### config.mk
export PLATFORM = sky130hd
export DESIGN_NAME = radix_ascii_formatter
export DESIGN_NICKNAME = d
export VERILOG_FILES = /design/src/design/raf_pkg.sv /design/src/design/radix_ascii_formatter.sv
export VERILOG_INCLUDE_DIRS = /design/src /design/src/design
export SDC_FILE = /design/constraint.sdc
export NUM_CORES = 1
export LEC_CHECK = 0
export BUFFER_PORTS_ARGS = -buffer_cell sky130_fd_sc_hd__buf_2
export CAP_MARGIN = 20
export CELL_PAD_IN_SITES_DETAIL_PLACEMENT = 1
export CELL_PAD_IN_SITES_GLOBAL_PLACEMENT = 2
export CORE_UTILIZATION = 27
export CTS_CLUSTER_DIAMETER = 30
export DETAILED_ROUTE_END_ITERATION = 7
export PLACE_DENSITY = 0.64
export REMOVE_ABC_BUFFERS = 1
export SLEW_MARGIN = 15
export SYNTH_ARGS = -nofsm -noshare
export SYNTH_HDL_FRONTEND = slang
export SYNTH_SLANG_ARGS = --single-unit
### constraint.sdc
create_clock -name clock -period 8.8 [get_ports clock]
set_clock_uncertainty 0.15 [all_clocks]
set_input_delay 1.32 -clock clock [delete_from_list [all_inputs] [get_ports clock]]
set_output_delay 1.32 -clock clock [all_outputs]
set_load 0.05 [all_outputs]
### src/design/radix_ascii_formatter_defines.svh
// ----------------------------------------------------------------------------
// Radix ASCII formatter assertion macros
// Shared property wrappers for the formatter's checks.
// ----------------------------------------------------------------------------
`ifndef RADIX_ASCII_FORMATTER_DEFINES_SVH
`define RADIX_ASCII_FORMATTER_DEFINES_SVH

// The consequent must hold in the same cycle as the antecedent.
`define RAF_ASSERT_NOW(label, clk, rst, ante, cons, msg) \
   label: assert property (@(posedge clk) disable iff (rst) (ante) |-> (cons)) \
      else $error(msg);

// The consequent must hold in the cycle after the antecedent.
`define RAF_ASSERT_NEXT(label, clk, rst, ante, cons, msg) \
   label: assert property (@(posedge clk) disable iff (rst) (ante) |=> (cons)) \
      else $error(msg);

`endif

### src/design/raf_pkg.sv
// ----------------------------------------------------------------------------
// Radix ASCII formatter package
// Types, register indexes and fixed constants of the formatter.
// ----------------------------------------------------------------------------
`timescale 1ns / 1ps
`default_nettype none

package raf_pkg;

   localparam int VALUE_W     = 32;
   localparam int CHAR_W      = 8;
   localparam int LEN_W       = 5;
   localparam int ALPHA_CHARS = 16;
   localparam int ALPHA_IDX_W = 4;
   localparam int DIGIT_W     = 4;
   localparam int NIBBLES     = VALUE_W / DIGIT_W;
   localparam int NIB_CNT_W   = 3;
   localparam int CSR_IDX_W   = 2;
   localparam int CSR_DATA_W  = 64;

   localparam logic [CHAR_W-1:0] CHAR_PLUS  = 8'h2B;
   localparam logic [CHAR_W-1:0] CHAR_MINUS = 8'h2D;
   localparam logic [CHAR_W-1:0] CHAR_LOW   = 8'd32;
   localparam logic [CHAR_W-1:0] CHAR_HIGH  = 8'd126;
   localparam logic [CHAR_W-1:0] CHAR_NONE  = 8'd0;

   localparam logic [LEN_W-1:0]      BASE_LENGTH_RST = 5'd10;
   localparam logic [CSR_DATA_W-1:0] ALPHA_LOW_RST   = 64'h3736_3534_3332_3130;
   localparam logic [CSR_DATA_W-1:0] ALPHA_HIGH_RST  = 64'h0000_0000_0000_3938;

   typedef enum logic [CSR_IDX_W-1:0] {
      CSR_BASE_LENGTH = 2'd0,
      CSR_ALPHA_LOW   = 2'd1,
      CSR_ALPHA_HIGH  = 2'd2
   } raf_csr_type;

   typedef enum logic [2:0] {
      S_IDLE,
      S_CHECK,
      S_DIVIDE,
      S_SIGN,
      S_FETCH,
      S_EMIT,
      S_ERROR
   } raf_state_type;

endpackage

`default_nettype wire

### src/design/radix_ascii_formatter.sv
// ----------------------------------------------------------------------------
// Radix ASCII formatter
// Writes a signed 32-bit value as text in a configurable radix and alphabet.
// ----------------------------------------------------------------------------
// Usage: a value is taken when start is high and busy is low. The block then
// checks the alphabet one character per cycle, divides the magnitude by the
// radix one 4-bit digit per cycle (least significant output digit first,
// into a small digit memory), and reads the digits back out most
// significant first. Each character is shown on rsp_out_char for exactly
// one cycle with rsp_valid high; the final one carries rsp_last. A '-' leads
// negative values. A bad alphabet gives a single word with rsp_base_invalid
// and rsp_last set and a zero character.
// A bad alphabet stops the check at the first bad character, or at the
// first check when the length itself is out of range.
// One value is in flight at a time; busy stays high until its last word is
// on the result ports. The receiver cannot stall, so no word is held back.
// Configuration words on the csr_ channel are always accepted and must only
// be sent while busy is low. Reset (synchronous) returns to idle, radix 10,
// alphabet "0123456789".
// ----------------------------------------------------------------------------
`timescale 1ns / 1ps
`default_nettype none

`include "radix_ascii_formatter_defines.svh"

module radix_ascii_formatter
   import raf_pkg::*;
#(
   parameter int MAX_BASE   = 16,
   parameter int MAX_DIGITS = 32
) (
   input  wire logic                    clock,
   input  wire logic                    reset,
   input  wire logic                    start,
   output logic                         busy,
   input  wire logic signed [VALUE_W-1:0] req_value,
   output logic                         rsp_valid,
   output logic [CHAR_W-1:0]            rsp_out_char,
   output logic                         rsp_last,
   output logic                         rsp_base_invalid,
   input  wire logic                    csr_valid,
   output logic                         csr_ready,
   input  wire logic [CSR_IDX_W-1:0]    csr_index,
   input  wire logic [CSR_DATA_W-1:0]   csr_data
);

   localparam int CNT_W  = $clog2(MAX_DIGITS + 1);
   localparam int ADDR_W = $clog2(MAX_DIGITS);

   // One long-division step on a 4-bit digit: {quotient, remainder}.
   function automatic logic [2*DIGIT_W-1:0] nib_div(
      input logic [DIGIT_W-1:0] rem,
      input logic [DIGIT_W-1:0] nib,
      input logic [LEN_W-1:0]   radix
   );
      logic [DIGIT_W-1:0] r;
      logic [DIGIT_W-1:0] q;
      logic [LEN_W-1:0]   t;
      r = rem;
      q = '0;
      for (int i = DIGIT_W - 1; i >= 0; i--) begin
         t = {r, nib[i]};
         if (t >= radix) begin
            t    = t - radix;
            q[i] = 1'b1;
         end
         r = t[DIGIT_W-1:0];
      end
      return {q, r};
   endfunction

   raf_state_type state_ff, state_in;

   logic [LEN_W-1:0]      base_length_ff;
   logic [CSR_DATA_W-1:0] alpha_lo_ff;
   logic [CSR_DATA_W-1:0] alpha_hi_ff;

   logic [VALUE_W-1:0]     mag_ff, mag_in;
   logic                   neg_ff, neg_in;
   logic [DIGIT_W-1:0]     rem_ff, rem_in;
   logic                   nz_ff, nz_in;
   logic [NIB_CNT_W-1:0]   nib_ff, nib_in;
   logic [ALPHA_IDX_W-1:0] scan_ff, scan_in;
   logic [CNT_W-1:0]       cnt_ff, cnt_in;
   logic [ADDR_W-1:0]      ptr_ff, ptr_in;

   logic                   rsp_valid_ff, rsp_valid_in;
   logic [CHAR_W-1:0]      rsp_char_ff, rsp_char_in;
   logic                   rsp_last_ff, rsp_last_in;
   logic                   rsp_inv_ff, rsp_inv_in;

   logic [DIGIT_W-1:0]     digit_store [MAX_DIGITS];
   logic [DIGIT_W-1:0]     rd_data_ff;
   logic                   wr_en;

   logic [ALPHA_CHARS*CHAR_W-1:0] alphabet;
   logic [CHAR_W-1:0]             scan_char;
   logic                          len_bad;
   logic                          char_bad;
   logic                          dup_found;
   logic                          scan_last;
   logic [VALUE_W-1:0]            raw_value;
   logic [2*DIGIT_W-1:0]          div_out;
   logic [DIGIT_W-1:0]            quot_nib;
   logic [DIGIT_W-1:0]            rem_next;
   logic                          quot_nz;
   logic                          digit_done;
   logic                          div_finish;

   assign busy      = (state_ff != S_IDLE);
   assign csr_ready = 1'b1;

   assign rsp_valid        = rsp_valid_ff;
   assign rsp_out_char     = rsp_char_ff;
   assign rsp_last         = rsp_last_ff;
   assign rsp_base_invalid = rsp_inv_ff;

   // ---------------------------------------------------------------- checks
   assign alphabet  = {alpha_hi_ff, alpha_lo_ff};
   assign scan_char = alphabet[{scan_ff, 3'b000} +: CHAR_W];
   assign len_bad   = (base_length_ff < LEN_W'(2)) || (base_length_ff > LEN_W'(MAX_BASE));
   assign scan_last = ({1'b0, scan_ff} == (base_length_ff - LEN_W'(1)));

   always_comb begin
      dup_found = 1'b0;
      for (int b = 0; b < ALPHA_CHARS; b++) begin
         if ((LEN_W'(b) > {1'b0, scan_ff}) && (LEN_W'(b) < base_length_ff) &&
             (alphabet[b*CHAR_W +: CHAR_W] == scan_char)) begin
            dup_found = 1'b1;
         end
      end
   end

   assign char_bad = dup_found || (scan_char == CHAR_PLUS) || (scan_char == CHAR_MINUS) ||
                     (scan_char < CHAR_LOW) || (scan_char > CHAR_HIGH);

   // -------------------------------------------------------------- divider
   assign raw_value  = req_value;
   assign div_out    = nib_div(rem_ff, mag_ff[VALUE_W-1 -: DIGIT_W], base_length_ff);
   assign quot_nib   = div_out[2*DIGIT_W-1:DIGIT_W];
   assign rem_next   = div_out[DIGIT_W-1:0];
   assign quot_nz    = nz_ff || (quot_nib != '0);
   assign digit_done = (nib_ff == NIB_CNT_W'(NIBBLES - 1));
   // The quotient is complete after the last nibble; stop once it is zero or the digit memory is full.
   assign div_finish = digit_done &&
                       (!quot_nz || ((cnt_ff + CNT_W'(1)) == CNT_W'(MAX_DIGITS)));
   assign wr_en      = (state_ff == S_DIVIDE) && digit_done;

   // ----------------------------------------------------------- next state
   always_comb begin
      state_in = state_ff;
      unique case (state_ff)
         S_IDLE: begin
            if (start) begin
               state_in = S_CHECK;
            end
         end
         S_CHECK: begin
            priority if (len_bad || char_bad) begin
               state_in = S_ERROR;
            end else if (scan_last) begin
               state_in = S_DIVIDE;
            end else begin
               state_in = S_CHECK;
            end
         end
         S_DIVIDE: begin
            if (div_finish) begin
               state_in = neg_ff ? S_SIGN : S_FETCH;
            end
         end
         S_SIGN:  state_in = S_EMIT;
         S_FETCH: state_in = S_EMIT;
         S_EMIT: begin
            if (ptr_ff == '0) begin
               state_in = S_IDLE;
            end
         end
         S_ERROR: state_in = S_IDLE;
         default: state_in = S_IDLE;
      endcase
   end

   // -------------------------------------------------- datapath and outputs
   always_comb begin
      mag_in       = mag_ff;
      neg_in       = neg_ff;
      rem_in       = rem_ff;
      nz_in        = nz_ff;
      nib_in       = nib_ff;
      scan_in      = scan_ff;
      cnt_in       = cnt_ff;
      ptr_in       = ptr_ff;
      rsp_valid_in = 1'b0;
      rsp_char_in  = CHAR_NONE;
      rsp_last_in  = 1'b0;
      rsp_inv_in   = 1'b0;
      unique case (state_ff)
         S_IDLE: begin
            if (start) begin
               mag_in  = raw_value[VALUE_W-1] ? (VALUE_W'(0) - raw_value) : raw_value;
               neg_in  = raw_value[VALUE_W-1];
               scan_in = '0;
            end
         end
         S_CHECK: begin
            scan_in = scan_ff + ALPHA_IDX_W'(1);
            rem_in  = '0;
            nz_in   = 1'b0;
            nib_in  = '0;
            cnt_in  = '0;
         end
         S_DIVIDE: begin
            mag_in = {mag_ff[VALUE_W-DIGIT_W-1:0], quot_nib};
            nib_in = nib_ff + NIB_CNT_W'(1);
            if (digit_done) begin
               rem_in = '0;
               nz_in  = 1'b0;
               cnt_in = cnt_ff + CNT_W'(1);
            end else begin
               rem_in = rem_next;
               nz_in  = quot_nz;
            end
         end
         S_SIGN: begin
            ptr_in       = cnt_ff[ADDR_W-1:0] - ADDR_W'(1);
            rsp_valid_in = 1'b1;
            rsp_char_in  = CHAR_MINUS;
         end
         S_FETCH: begin
            ptr_in = cnt_ff[ADDR_W-1:0] - ADDR_W'(1);
         end
         S_EMIT: begin
            ptr_in       = ptr_ff - ADDR_W'(1);
            rsp_valid_in = 1'b1;
            rsp_char_in  = alphabet[{rd_data_ff, 3'b000} +: CHAR_W];
            rsp_last_in  = (ptr_ff == '0);
         end
         S_ERROR: begin
            rsp_valid_in = 1'b1;
            rsp_last_in  = 1'b1;
            rsp_inv_in   = 1'b1;
         end
         default: begin
            rsp_valid_in = 1'b0;
         end
      endcase
   end

   // ------------------------------------------------------------ registers
   always_ff @(posedge clock) begin
      if (reset) begin
         state_ff     <= S_IDLE;
         cnt_ff       <= '0;
         rsp_valid_ff <= 1'b0;
      end else begin
         state_ff     <= state_in;
         cnt_ff       <= cnt_in;
         rsp_valid_ff <= rsp_valid_in;
      end
   end

   always_ff @(posedge clock) begin
      mag_ff      <= mag_in;
      neg_ff      <= neg_in;
      rem_ff      <= rem_in;
      nz_ff       <= nz_in;
      nib_ff      <= nib_in;
      scan_ff     <= scan_in;
      ptr_ff      <= ptr_in;
      rsp_char_ff <= rsp_char_in;
      rsp_last_ff <= rsp_last_in;
      rsp_inv_ff  <= rsp_inv_in;
   end

   always_ff @(posedge clock) begin
      if (reset) begin
         base_length_ff <= BASE_LENGTH_RST;
         alpha_lo_ff    <= ALPHA_LOW_RST;
         alpha_hi_ff    <= ALPHA_HIGH_RST;
      end else if (csr_valid && csr_ready) begin
         unique case (raf_csr_type'(csr_index))
            CSR_BASE_LENGTH: base_length_ff <= csr_data[LEN_W-1:0];
            CSR_ALPHA_LOW:   alpha_lo_ff    <= csr_data;
            CSR_ALPHA_HIGH:  alpha_hi_ff    <= csr_data;
            default: begin
               base_length_ff <= base_length_ff;
            end
         endcase
      end
   end

   // Digits go in least significant first and come out from the top down.
   always_ff @(posedge clock) begin
      if (wr_en) begin
         digit_store[cnt_ff[ADDR_W-1:0]] <= rem_next;
      end
      rd_data_ff <= digit_store[ptr_in];
   end

   // ----------------------------------------------------------- assertions
   `RAF_ASSERT_NEXT(a_busy_after_start, clock, reset, start && !busy, busy,
                    "busy did not rise after a word was taken")
   `RAF_ASSERT_NOW(a_error_word, clock, reset, rsp_valid && rsp_base_invalid,
                   rsp_last && (rsp_out_char == CHAR_NONE), "malformed error word")
   `RAF_ASSERT_NOW(a_radix_range, clock, reset, state_ff == S_DIVIDE,
                   (base_length_ff >= LEN_W'(2)) && (base_length_ff <= LEN_W'(MAX_BASE)),
                   "division running with an unchecked radix")
   `RAF_ASSERT_NOW(a_rsp_in_item, clock, reset, rsp_valid, $past(busy),
                   "result word outside an item")
   `RAF_ASSERT_NOW(a_digit_bound, clock, reset, 1'b1, cnt_ff <= CNT_W'(MAX_DIGITS),
                   "digit count beyond the digit memory")

endmodule

`default_nettype wire
# After elaboration in Yosys (flattened, before gate mapping)
# Memories as Yosys holds them, arrays and structs flattened. A register that Yosys moved wholly into a read port is not among the register bits.
# Index checks and enable logic that the tools add are counted.
# op_classes
n_mux,49
eq_ne,32
n_lt_le_gt_ge,38
shifts,2
n_addsub,11
n_reduce_logical,59
# ops
op,count
128-bit by 8-bit variable part select with 8-bit output,2
8-bit == test,15
32-bit two-way mux,2
32-bit case mux with 2 select lines,1
"4-bit by 5-bit < comparator with 1-bit output, first input constant",8
"4-bit greater-than comparator, first input constant",8
1-bit logical AND,32
"1-bit by 32-bit subtractor with 32-bit output, first input constant",1
1-bit two-way mux,24
4-bit two-way mux,6
5-bit greater-or-equal comparator,4
"3-bit by 5-bit < comparator with 1-bit output, first input constant",4
"8-bit by 6-bit == test with 1-bit output, second input constant",2
"3-bit by 4-bit greater-than comparator with 1-bit output, first input constant",4
4-bit case mux with 2 select lines,2
8-bit case mux with 2 select lines,1
4-bit subtractor,4
3-bit two-way mux,5
3-bit case mux with 5 select lines,1
"5-bit by 1-bit subtractor with 5-bit output, second input constant",3
2-bit AND reduction,7
"3-bit == test, second input constant",4
6-bit case mux with 2 select lines,1
"2-bit by 5-bit < comparator with 1-bit output, first input constant",2
other kinds (33),48
# word_totals
ramBits,128
reg_bits,203
out_inout_bits,13
wordCells,208
input_bits,102
mem_count,1
# memory_table
memory,depth,width,read_ports,rd_ports_with_merged_regs,write_ports,line,source
digit_store,32,4,1,1,1,radix_ascii_formatter.sv:92,logic [DIGIT_W-1:0] digit_store [MAX_DIGITS];

# Longest topological paths before layout
# depth
depth_word,25
depth_mapped,42
ltp_nobuf,38

# Worst setup path before layout
# No wires, ideal clock.
# synth_timing
path_kind,reg2reg
startpoint,register base_length_ff[1]
endpoint,"memory digit_store[0][0], data pin"
setup_ns,0.381
n_path_buf,5
path_slack_ns,0.970
period_less_slack_ns,7.830
stages_incl_launch_ff,37
t_arrival_ns,7.299
required_time_ns,8.269
cell_sequence,dfxtp_1 clkbuf_1 inv_1 ha_1 nor2b_1 o21ai_0 a31oi_1 o21ai_0 nand2b_1 clkbuf_1 o21ai_0 inv_1 ha_1 nor2b_1 o21ai_0 a31oi_1 o21ai_0 nand2b_1 clkbuf_1 o21ai_0 inv_1 ha_1 nor2b_1 o21ai_0 a31oi_1 o21ai_0 nand2b_1 clkbuf_1 a21oi_1 ha_1 nor2b_1 o21ai_0 a31oi_1 o21ai_0 nand2b_1 clkbuf_1 a21oi_1
# synth_between
elab_chain_len,8
word_cells_on_any_way,11
cone_classes,add/sub: 3; order compare: 4; mux: 4
# synth_lines
item,line,source
"start, declared",radix_ascii_formatter.sv:74,logic [LEN_W-1:0] base_length_ff;
"start signal, assigned",radix_ascii_formatter.sv:283,CSR_BASE_LENGTH: base_length_ff <= csr_data[LEN_W-1:0];
"start signal, assigned",radix_ascii_formatter.sv:287,base_length_ff <= base_length_ff;
4-bit subtractor / 5-bit greater-or-equal comparator (equally long branches),"radix_ascii_formatter.sv:64, radix_ascii_formatter.sv:63",
4-bit two-way mux,radix_ascii_formatter.sv:63,if (t >= radix) begin
4-bit subtractor / 5-bit greater-or-equal comparator (equally long branches),"radix_ascii_formatter.sv:64, radix_ascii_formatter.sv:63",
4-bit two-way mux,radix_ascii_formatter.sv:63,
4-bit subtractor / 5-bit greater-or-equal comparator (equally long branches),"radix_ascii_formatter.sv:64, radix_ascii_formatter.sv:63",
4-bit two-way mux,radix_ascii_formatter.sv:63,
5-bit greater-or-equal comparator *,radix_ascii_formatter.sv:63,
4-bit two-way mux *,radix_ascii_formatter.sv:63,
net div_out[0],radix_ascii_formatter.sv:103,logic [2*DIGIT_W-1:0] div_out;
"end, declared",radix_ascii_formatter.sv:92,
# Mark *: on every way through the listed nets, which the timed path passes. The rest lies on a longest branch.

# Worst setup path after layout
# layout_timing
startpoint,register base_length_ff[2]
endpoint,"register rem_ff[0], data pin"
# layout_between
elab_chain_len,10
word_cells_on_any_way,13
cone_classes,add/sub: 3; order compare: 4; mux: 6
# layout_lines
item,line,source
4-bit subtractor / 5-bit greater-or-equal comparator (equally long branches),"radix_ascii_formatter.sv:64, radix_ascii_formatter.sv:63",
4-bit two-way mux,radix_ascii_formatter.sv:63,
4-bit subtractor / 5-bit greater-or-equal comparator (equally long branches),"radix_ascii_formatter.sv:64, radix_ascii_formatter.sv:63",
4-bit two-way mux,radix_ascii_formatter.sv:63,
5-bit greater-or-equal comparator / 4-bit subtractor (equally long branches),"radix_ascii_formatter.sv:63, radix_ascii_formatter.sv:64",
4-bit two-way mux,radix_ascii_formatter.sv:63,
5-bit greater-or-equal comparator *,radix_ascii_formatter.sv:63,
4-bit two-way mux *,radix_ascii_formatter.sv:63,
net div_out[0],radix_ascii_formatter.sv:103,
4-bit two-way mux *,radix_ascii_formatter.sv:216,if (digit_done) begin
4-bit case mux with 2 select lines *,radix_ascii_formatter.sv:198,unique case (state_ff)
"end signal, assigned",radix_ascii_formatter.sv:266,rem_ff <= rem_in;
"end, declared",radix_ascii_formatter.sv:80,"logic [DIGIT_W-1:0] rem_ff, rem_in;"
# Marks and branches as above.
# A chain may end at the register's enable or synchronous reset.

==> insert_results.sql <==
INSERT INTO impl_metrics (metric_group, metric, value, unit) VALUES
('worst_setup_path', 'critical_path.slowest_cell', 'sky130_fd_sc_hd__a21oi_4', ''),
('clocking', 'cts_tree', 'built', ''),
('clocking', 'cts.reportedPaths.clkPinSlew', '40', 'ps'),
('yosys', 'yosysWarnings', '0', ''),
('yosys', 'synth_cells', '2020', ''),
('sta', 'post-route-period-util', '0.884', ''),
('floorplan', 'core_area', '70000', 'µm²'),
('worst_setup_path', 'path_common_cell', 'sky130_fd_sc_hd__o21ai_0', ''),
('worst_hold_path', 'min_path_type', 'reg -> reg', ''),
('clocking', 'post-cts-setup-buffers', '0', ''),
('worst_setup_path', 'setup.worst_path.start_class', 'flip-flop', ''),
('sta', 'hold_ws', '332', 'ps'),
('worst_setup_path', 'critPathRequiredTime', '9130', 'ps'),
('worst_setup_path', 'path_max_fanout', '33', ''),
('floorplan', 'start_util', '0.273', ''),
('sta', 'fin_crit', '7780', 'ps'),
('yosys', 'async_flop_share', '0', ''),
('floorplan', 'design.die.area', '71800', 'µm²'),
('global_route', 'grt_pass1_wl', '101', 'mm'),
('yosys', 'yosys-mux-area-fraction', '0.0973', ''),
('yosys', 'synth-compound-area-share', '0.126', ''),
('yosys', 'synthFlopType', 'sky130_fd_sc_hd__edfxtp_1', ''),
('sta', 'max_slew_margin', '0.278', ''),
('sta', 'totalNegativeSetupSlack', '0', 'ps'),
('clocking', 'clock_latency', '660', 'ps'),
('yosys', 'post_synth_instance_area', '19100', 'µm²'),
('clocking', 'cts.repair.resized', '0', ''),
('final_layout', 'count_of_nets_after_finishing', '2250', ''),
('worst_setup_path', 'crit_type', 'reg -> reg', ''),
('place', 'hpwlAfterDp', '46.0', 'mm'),
('detailed_routing', 'detail-route-antenna-nets', '0', ''),
('global_route', 'antenna_found_initial', '4', ''),
('worst_setup_path', 'timing.critical_path.to_type', 'flip-flop', ''),
('power', 'power_per_cell_area', '519', 'nW/µm²'),
('yosys', 'synth_top_area_share', '0.272', ''),
('yosys', 'post-synth-top-area-cell', 'sky130_fd_sc_hd__edfxtp_1', ''),
('yosys', 'synthTopCellsByArea', 'sky130_fd_sc_hd__edfxtp_1 (27%), sky130_fd_sc_hd__dfxtp_1 (17%), sky130_fd_sc_hd__nand2_1 (9.4%), sky130_fd_sc_hd__mux4_2 (6.1%), sky130_fd_sc_hd__a21oi_1 (3.8%)', ''),
('floorplan', 'die_height', '268', 'µm'),
('final_layout', 'layout.cell_area.non_filler', '23500', 'µm²'),
('clocking', 'cts_max_path_buffers', '3', ''),
('sta', 'max_freq', '0.128', 'GHz'),
('detailed_routing', 'initial_drt_pass_iterations', '7', ''),
('worst_setup_path', 'critical-path-max-stage-delay', '810', 'ps'),
('place', 'postPlaceCellArea', '20400', 'µm²'),
('power', 'vdd_drop_max', '0.000761', 'V'),
('yosys', 'synth-adder-area-share', '0.0265', ''),
('sta', 'setup_violations', '0', ''),
('detailed_routing', 'drc', '0', ''),
('yosys', 'synth_edf_count', '173', ''),
('detailed_routing', 'route.detailed.vias_per_inst', '5.04', ''),
('run_status', 'run_status', 'finished clean', ''),
('sta', 'timing_worst_slew_pin_value', '1080', 'ps'),
('yosys', 'syn-mean-instance-area', '9.45', 'µm²'),
('detailed_routing', 'drtIter0Drc', '962', ''),
('sta', 'grt_setup_unrepaired', 'no', ''),
('final_layout', 'layout_cells_sized_above_1', '0.179', ''),
('final_layout', 'area_growth', '23.1', '%'),
('global_route', 'grt_start_max_net_pins', '82', ''),
('clocking', 'cts_hold_buffers', '0', ''),
('sta', 'final-hold-violation-count', '0', ''),
('clocking', 'clock_sinks', '335', ''),
('yosys', 'synth_seq_area_share', '0.442', ''),
('detailed_routing', 'drt_total_wl', '66.4', 'mm'),
('worst_setup_path', 'worst-endpoint-arrival', '8110', 'ps'),
('place', 'count_of_port_buffers_added_during_placement', '113', ''),
('worst_setup_path', 'critPathBufInv', '4', ''),
('floorplan', 'row_count', '97', ''),
('power', 'power_leakage', '8.70', 'nW'),
('worst_setup_path', 'path_delay_family', 'compound AO/OA/AOI/OAI gates', ''),
('yosys', 'xor_and_xnor_area_share_after_synthesis', '0.0651', ''),
('floorplan', 'floorplan.io_pins', '115', '');
-- cell type report --
type / instances / area (µm²)
well taps: 940 / 1180
diodes: 1 / 2.50
inverters: 40 / 150
multi-input cells: 1509 / 9900
fillers: 7920 / 46500
repair buffers: 139 / 763
clock buffers: 112 / 2360
clock inverters: 45 / 701
flip-flops and latches: 335 / 8440
-- worst reg2reg max path: cells and delay by family, from the launching register on --
kind	cells	cell delay, ps
flip-flops	1	430
adder cells (fa/ha/maj)	4	1290
AND/OR/NAND/NOR	9	1710
AO/OA/AOI/OAI	16	3500
buffers and inverters	4	560
-- where the power goes --
part | internal [mW] | switching [mW] | total (mW) | leakage, nW
logic | 1.61 | 3.87 | 5.48 | 4.34
registers | 3.29 | 0.169 | 3.46 | 2.91
clock network | 2.24 | 1.02 | 3.26 | 1.46
-- logic make-up (layout without fill, tap and decap cells) --
group | count (synthesis) | count (layout)
AOI/OAI and AO/OA | 379 | 379
buffers and inverters | 176 | 336
DFF | 335 | 335
xor gates and xnor gates | 142 | 142
and+or+nand+nor | 833 | 833
other | 1 | 2
adders and majority gates | 38 | 38
muxes | 116 | 116
-- metal layers --
metal | track usage | share of wire | routed length (µm)
met5 | 0 | 0.00021 | 14
met4 | 0.0740 | 0.033 | 2170
met3 | 0.0334 | 0.038 | 2530
met2 | 0.292 | 0.46 | 30500
met1 | 0.252 | 0.47 | 31200
-- cells in the final DEF, fill, tap and decap left out, types with 39 or more instances in the layout --
| cell | n |
|---|---|
| sky130_fd_sc_hd__nand3b_1 | 42 |
| sky130_fd_sc_hd__nand2_1 | 476 |
| sky130_fd_sc_hd__dfxtp_1 | 160 |
| sky130_fd_sc_hd__a21oi_1 | 142 |
| sky130_fd_sc_hd__buf_2 | 112 |
| sky130_fd_sc_hd__mux4_2 | 52 |
| sky130_fd_sc_hd__clkbuf_16 | 85 |
| sky130_fd_sc_hd__o21ai_0 | 72 |
| sky130_fd_sc_hd__mux2i_1 | 39 |
| sky130_fd_sc_hd__nor2_1 | 83 |
| sky130_fd_sc_hd__edfxtp_1 | 173 |
| sky130_fd_sc_hd__xnor2_1 | 79 |
| sky130_fd_sc_hd__xor2_1 | 63 |
| sky130_fd_sc_hd__nand3_1 | 67 |
-- final timing paths --
| kind | from | endpoint | slack [ps] | depth (start not counted) |
|---|---|---|---|---|
| worst max-delay path | base_length_ff[2]$_SDFFE_PP0P_ | rem_ff[0]$_SDFFCE_PP0P_ | 1020 | 33 |
| worst min-delay path | alpha_lo_ff[1]$_SDFFE_PP0P_ | alpha_lo_ff[1]$_SDFFE_PP0P_ | 330 | 2 |
| worst max register to register | base_length_ff[2]$_SDFFE_PP0P_ | rem_ff[0]$_SDFFCE_PP0P_ | 1020 | 33 |
| worst min register to register | alpha_lo_ff[1]$_SDFFE_PP0P_ | alpha_lo_ff[1]$_SDFFE_PP0P_ | 330 | 2 |
-- registers in the layout, summed over array words and instances (netlist names), 4 cells and up --
signal / cells
digit_store: 128
alpha_hi_ff: 64
alpha_lo_ff: 64
mag_ff: 32
rsp_out_char: 8
cnt_ff: 6
base_length_ff: 5
ptr_ff: 5
rd_data_ff: 4
rem_ff: 4
scan_ff: 4
-- cells in the mapped netlist (11+ instances only) --
master / n
sky130_fd_sc_hd__a31oi_1: 27
sky130_fd_sc_hd__o21ai_0: 74
sky130_fd_sc_hd__nand4_1: 15
sky130_fd_sc_hd__nor2b_1: 14
sky130_fd_sc_hd__xnor2_1: 79
sky130_fd_sc_hd__a311oi_1: 19
sky130_fd_sc_hd__a21oi_1: 145
sky130_fd_sc_hd__and2_1: 12
sky130_fd_sc_hd__or3_1: 17
sky130_fd_sc_hd__ha_1: 34
sky130_fd_sc_hd__nor2_1: 83
sky130_fd_sc_hd__mux2_2: 24
sky130_fd_sc_hd__edfxtp_1: 173
sky130_fd_sc_hd__nand3b_1: 42
sky130_fd_sc_hd__nand2b_1: 11
sky130_fd_sc_hd__inv_1: 39
sky130_fd_sc_hd__nand3_1: 67
sky130_fd_sc_hd__and3_1: 27
sky130_fd_sc_hd__xor2_1: 63
sky130_fd_sc_hd__nand2_1: 476
sky130_fd_sc_hd__dfxtp_1: 162
sky130_fd_sc_hd__mux4_2: 52
sky130_fd_sc_hd__mux2i_1: 39
sky130_fd_sc_hd__clkbuf_1: 91
sky130_fd_sc_hd__nor3_1: 16
sky130_fd_sc_hd__buf_1: 19
-- stage by stage --
step / setup WS (ps) / instances / util
after global routing: 60.6 / 3120 / 0.335
after CTS: 188 / 3120 / 0.335
final: 1020 / 3121 / 0.336
after floorplan: 1220 / 1884 / -
after global placement: 638 / 2963 / 0.292
after detailed placement: 239 / 2963 / 0.292
Power figures use the tool's default switching activity.
